File: src/rtl/mks_pkg.sv
`default_nettype none
package mks_pkg;

  localparam int unsigned NUM_IN   = 5;
  localparam int unsigned NUM_OUT  = 8;
  localparam int unsigned SUM_W    = 48;
  localparam int unsigned FIELD_W  = 32;
  localparam int unsigned PN_W     = 16;
  localparam int unsigned MN_W     = 24;
  localparam int unsigned LIM_W    = 31;
  localparam int unsigned CFG_W    = 31;
  localparam int unsigned CFG_IDX_W = 2;

  localparam logic [CFG_IDX_W-1:0] REG_PROCESS_NOISE     = 2'd0;
  localparam logic [CFG_IDX_W-1:0] REG_MEASUREMENT_NOISE = 2'd1;
  localparam logic [CFG_IDX_W-1:0] REG_CORRECTION_LIMIT  = 2'd2;
  localparam logic [CFG_IDX_W-1:0] REG_MOTION_LIMIT      = 2'd3;

  localparam logic [PN_W-1:0]  PN_RESET  = 16'd262;
  localparam logic [MN_W-1:0]  MN_RESET  = 24'd32768;
  localparam logic [LIM_W-1:0] CL_RESET  = 31'd65536000;
  localparam logic [LIM_W-1:0] ML_RESET  = 31'd3276800;

  typedef struct packed {
    logic load;
    logic kal_start;
    logic div_start;
    logic upd;
    logic fin;
  } mks_cmd_t;

  typedef struct packed {
    logic div_done;
    logic last_ch;
    logic first_done;
  } mks_sts_t;

endpackage
`default_nettype wire

File: src/rtl/mks_ctrl.sv
`default_nettype none
module mks_ctrl (
  input  wire logic            clk_i,
  input  wire logic            rst_ni,
  input  wire logic            in_fire_i,
  input  wire logic            out_free_i,
  input  wire mks_pkg::mks_sts_t sts_i,
  output mks_pkg::mks_cmd_t    cmd_o,
  output logic                 busy_o
);
  import mks_pkg::*;

  typedef enum logic [2:0] {
    S_IDLE, S_DIV, S_WAIT, S_UPD, S_FIN, S_HOLD
  } state_e;

  state_e state_q, state_d;

  always_comb begin
    state_d = state_q;
    cmd_o = '0;
    case (state_q)
      S_IDLE: if (in_fire_i) begin
        cmd_o.load = 1'b1;
        state_d = sts_i.first_done ? S_DIV : S_FIN;
      end
      S_DIV: begin
        cmd_o.div_start = 1'b1;
        state_d = S_WAIT;
      end
      S_WAIT: if (sts_i.div_done) state_d = S_UPD;
      S_UPD: begin
        cmd_o.upd = 1'b1;
        state_d = sts_i.last_ch ? S_FIN : S_DIV;
      end
      S_FIN: if (out_free_i) begin
        cmd_o.fin = 1'b1;
        state_d = S_IDLE;
      end
      default: state_d = S_IDLE;
    endcase
  end

  always_ff @(posedge clk_i or negedge rst_ni) begin
    if (!rst_ni) begin
      state_q <= S_IDLE;
    end else begin
      state_q <= state_d;
    end
  end

  assign busy_o = (state_q != S_IDLE);
endmodule
`default_nettype wire

File: config.mk
export PLATFORM = sky130hd
export DESIGN_NAME = mks_ctrl
export DESIGN_NICKNAME = d
export VERILOG_FILES = /design/src/rtl/mks_pkg.sv /design/src/rtl/mks_ctrl.sv
export SDC_FILE = /design/constraint.sdc
export NUM_CORES = 1
export LEC_CHECK = 0
export BUFFER_PORTS_ARGS = -buffer_cell sky130_fd_sc_hd__buf_2
export CORE_AREA = 4 4 41 43
export DETAILED_ROUTE_END_ITERATION = 10
export DIE_AREA = 0 0 45 47
export GPL_TIMING_DRIVEN = 0
export PLACE_DENSITY_LB_ADDON = 0.12
export SKIP_LAST_GASP = 1
export SLEW_MARGIN = 30
export SYNTH_ARGS = -nofsm -noshare
export SYNTH_HDL_FRONTEND = slang
export SYNTH_SLANG_ARGS = --single-unit
File: constraint.sdc
create_clock -name clk_i -period 1.43 [get_ports clk_i]
set_input_delay 0.2145 -clock clk_i [delete_from_list [all_inputs] [get_ports clk_i]]
set_output_delay 0.2145 -clock clk_i [all_outputs]
set_load 0.005 [all_outputs]
# == Word-level counts from Yosys, hierarchy flattened ==
# Cells that the tools add are included.
# totals
romBits,0
output_inout_bits,6
memories,0
ram_bits,0
latch_bits,0
regBits,3
input_bits,7
# classes
n_addsub,0
n_mux,12
bitwise,0
eq_ne,7
n_reduce_logical,3
n_div,0
n_lt_le_gt_ge,0
n_shift,0
multipliers,0
# ops
op,n
3-bit two-way mux,5
3-bit case mux with 5 select lines,1
3-bit by 2-bit == test with 1-bit output (second input constant),2
1-bit two-way mux,6
2-bit inequality test (second input constant),3
3-bit by 1-bit == test with 1-bit output (second input constant),1
3-bit == test (second input constant),1
3-bit logical NOT,1
3-bit AND reduction,1
3-bit nonzero test,1

# == Depth between registers and ports, before layout ==
# depth
word_depth,3
mapped_depth,3

# == Worst setup path before layout ==
# No wires, ideal clock.
# synth_path
path_kind,register -> register
startpoint,register state_q[1]
endpoint,register state_q[2]
t_arrival_ns,1.030
required_time_ns,1.304
synth_period_minus_slack_ns,1.156
setup_ns,0.126
path_stages_with_launch,4
n_path_buf,1
slack_ns,0.274
cell_sequence,dfrtp_1 buf_12 and3b_1 a221o_1
# synth_between
elab_chain_len,3
elab_cells_between_ends,10
classes_between,eq/ne (7); mux (1); reduce/logical (2)
# synth_lines
item,line_no,source
"start, declared",mks_ctrl.sv:17,"state_e state_q, state_d;"
"start signal, assigned",mks_ctrl.sv:48,state_q <= state_d;
3-bit by 2-bit == test with 1-bit output (tied with other cells),mks_ctrl.sv:22,case (state_q)
2-bit inequality test (no line),--,
3-bit AND reduction (no line),--,
# Parallel ways exist; a longest one is shown, timed or not.
# A chain may end at the register's enable or synchronous reset.

# == Worst setup path after layout ==
# layout_path
startpoint,register state_q[2]
endpoint,output busy_o
# layout_between
elab_chain_len,1
# layout_lines
item,line_no,source
3-bit nonzero test,mks_ctrl.sv:52,assign busy_o = (state_q != S_IDLE);
"end, declared",mks_ctrl.sv:9,output logic busy_o
# Every way passes these cells.

==> results.toml <==
[setup_path]
arrival_time_reported_for_the_critical_path_endpoint_ns = 1.19
worstPathMaxFanout = 8
timing.critical_path.slowest_stage_cell = "sky130_fd_sc_hd__dfrtp_2"
endpoint_kind = "primary output"
critical_path_required_ns = 1.22
worstSetupStartpointType = "flip-flop"
max_stage_delay_ns = 0.46
path_class = "flip-flop to primary output"
critical_path.cell_chain = "or3_1 > buf_2"

[floorplan]
core_area_um2 = 1300
fp.dieW_um = 45
floorplan.die_area_um2 = 2120
fp-row-count = 13
fp.dieH_um = 47
start_util = 0.169
floorplan.io_pins = 13

[grt]
global_route.overflow_total = 0
grt_util_all_layers = 0.0769
grt_first_pass_wirelength_um = 1060
antenna_violations_before_repair = 0
grt_pass1_vias = 235
grt_max_degree = 11

[timing]
finalCritPeriodShare = 0.984
timing.final.setup_violations = 0
maximum_operating_frequency_ghz = 0.711
maxSlewViolCount = 0
setup_slack_ns = 0.0228
finalCriticalPeriod_ns = 1.41
setup_skew_ns = 0.000161
timing_hold_violations_final = 0
rsz0062_at_grt = "true"

[yosys]
yosysTopAreaCellShare = 0.341
synth.net_count = 29
synth_seq_area_share = 0.341
count_of_flip_flops_with_a_built_in_enable_after_synthesis = 0
ys_ff_latch = 3
synth-warning-count = 0
post_synth.cell_area_avg_um2 = 10.0
post-synth-top-count-cell = "sky130_fd_sc_hd__dfrtp_1"
synth_top_flop_cell = "sky130_fd_sc_hd__dfrtp_1"
post-synth-top-area-cell = "sky130_fd_sc_hd__dfrtp_1"
syn_area_um2 = 220
netlist_instances = 22
synth_async_sr_flop_share = 1.00
ys_top_cells_by_area = "sky130_fd_sc_hd__dfrtp_1 34%, sky130_fd_sc_hd__buf_12 9.1%, sky130_fd_sc_hd__nor4b_2 6.8%"
yosysUniqueCellTypes = 20

[run]
cap_violations = 0

[final_layout]
registers.top_by_ff_count = "state_q"
antennaDiodeCount = 0
finish.net_count = 46
flow.area_growth_from_synthesis_pct = 56.3
drive_above_1_share = 0.526
layout_top_registers = "state_q: 3 flops"
largest_register_ff_count = 3

[clock_tree]
path_clk_slew_ns = 0.04
clock_tree_from_tritoncts = "done"
h-tree-depth = 1
cts.sinks = 3
cts_made_buffers = 3
worst_skew_pair.late_latency_ns = 0.23
clockRootBuffer = "sky130_fd_sc_hd__clkbuf_4"
cts_buffer_depth = 2

[power_and_ir_drop]
pwr_density_cell_nw_per_um2 = 2060
total_power_mw = 0.709
irDropWorstVdd_mv = 0.483
total_leakage_power_nw = 0.166

[place]
gp_routability_congestion = 0.626
port-buffer-count = 11
dp_slack_ns = 0.235

[route]
number_of_nets_with_antenna_violations_after_detailed_routing = 0
dr.pass1.iters = 2
route.final.wire_length_um = 594
via_count = 224
first_iter_violations = 6
drt_drc_violations_left = 0
vias_per_cell = 4.23
routedWlPerCell_um = 11.2

[status]
status = "completed"

[hold_path]
timing.hold.worst.class = "input pin to flip-flop"
-- final cells by class --
| cell class | count | area [um2] |
|---|---|---|
| sequential | 3 | 77.6 |
| tap | 15 | 18.8 |
| buffer | 2 | 27.5 |
| clock buffer | 4 | 26.3 |
| multi-input combinational | 15 | 118 |
| fill | 160 | 957 |
| inverter | 1 | 3.75 |
| timing repair buffer | 13 | 72.6 |
-- final timing paths --
kind | startpoint | to | slack, ns | cells past startpoint
worst max-delay path | state_q[2] | busy_o | 0.02 | 2
min in group asynchronous | rst_ni | state_q[0] | 0.31 | 2
worst min-delay path | sts_i[1] | state_q[2] | 0.23 | 2
worst max register to register | state_q[1] | state_q[2] | 0.23 | 3
max in group asynchronous | rst_ni | state_q[2] | 1.01 | 2
worst min register to register | state_q[2] | state_q[1] | 0.56 | 1
-- cells by family (layout without fill, tap and decap cells) --
logic type                Yosys count  after routing  synth area share
DFF                                 3              3             0.341
other                               1              1            0.0170
AOI/OAI and AO/OA                   3              3             0.108
and+or+nand+nor                    10             10             0.330
buffers and inverters               4             20             0.165
xor gates and xnor gates            1              1            0.0398
-- per-stage QoR --
stage	hold WS (ns)	utilization	std cells	cell area, um2	TNS (ns)
final	0.234	0.264	53	344	0
after global routing	0.249	0.264	53	344	-0.0732
after CTS	0.225	0.252	52	328	0
after detailed placement	0.0124	0.226	48	294	0
after global placement	0.00987	0.226	48	294	0
after floorplan	-0.0811	-	22	220	0
-- metal layers --
layer,track usage,wire (um),vias to the layer above
li1,-,-,108
met1,0.0828,237,106
met5,0,0,-
met3,0.0383,47,2
met2,0.102,300,8
met4,0.0877,8,0
-- cell usage in the layout (no fill, tap or decap), types with 2 or more instances in the layout --
cell                       count
sky130_fd_sc_hd__dfrtp_2       2
sky130_fd_sc_hd__clkbuf_4      3
sky130_fd_sc_hd__buf_2        11
sky130_fd_sc_hd__buf_4         2
-- power breakdown --
part	leakage [nW]	internal, mW	total (mW)	switching, mW
sequential	0.0354	0.133	0.220	0.0869
combinational	0.116	0.214	0.343	0.129
clock	0.0150	0.104	0.147	0.0423
-- critical path, delay by kind of cell (launching register included) --
kind	cells	cell delay, ns
flops	1	0.46
simple gates	1	0.37
buf+inv	1	0.13
-- repair_timing --
action / 4_1_cts / 5_1_grt
gates resized for setup: 2 / 1
setup endpoints to repair: 2 / 3
buffers inserted: 0 / 1
hold buffers: 1 / 0
hold endpoints to repair: 3 / 0
cloned: 0 / 0
No activity file was read; power rests on OpenSTA's default activity.
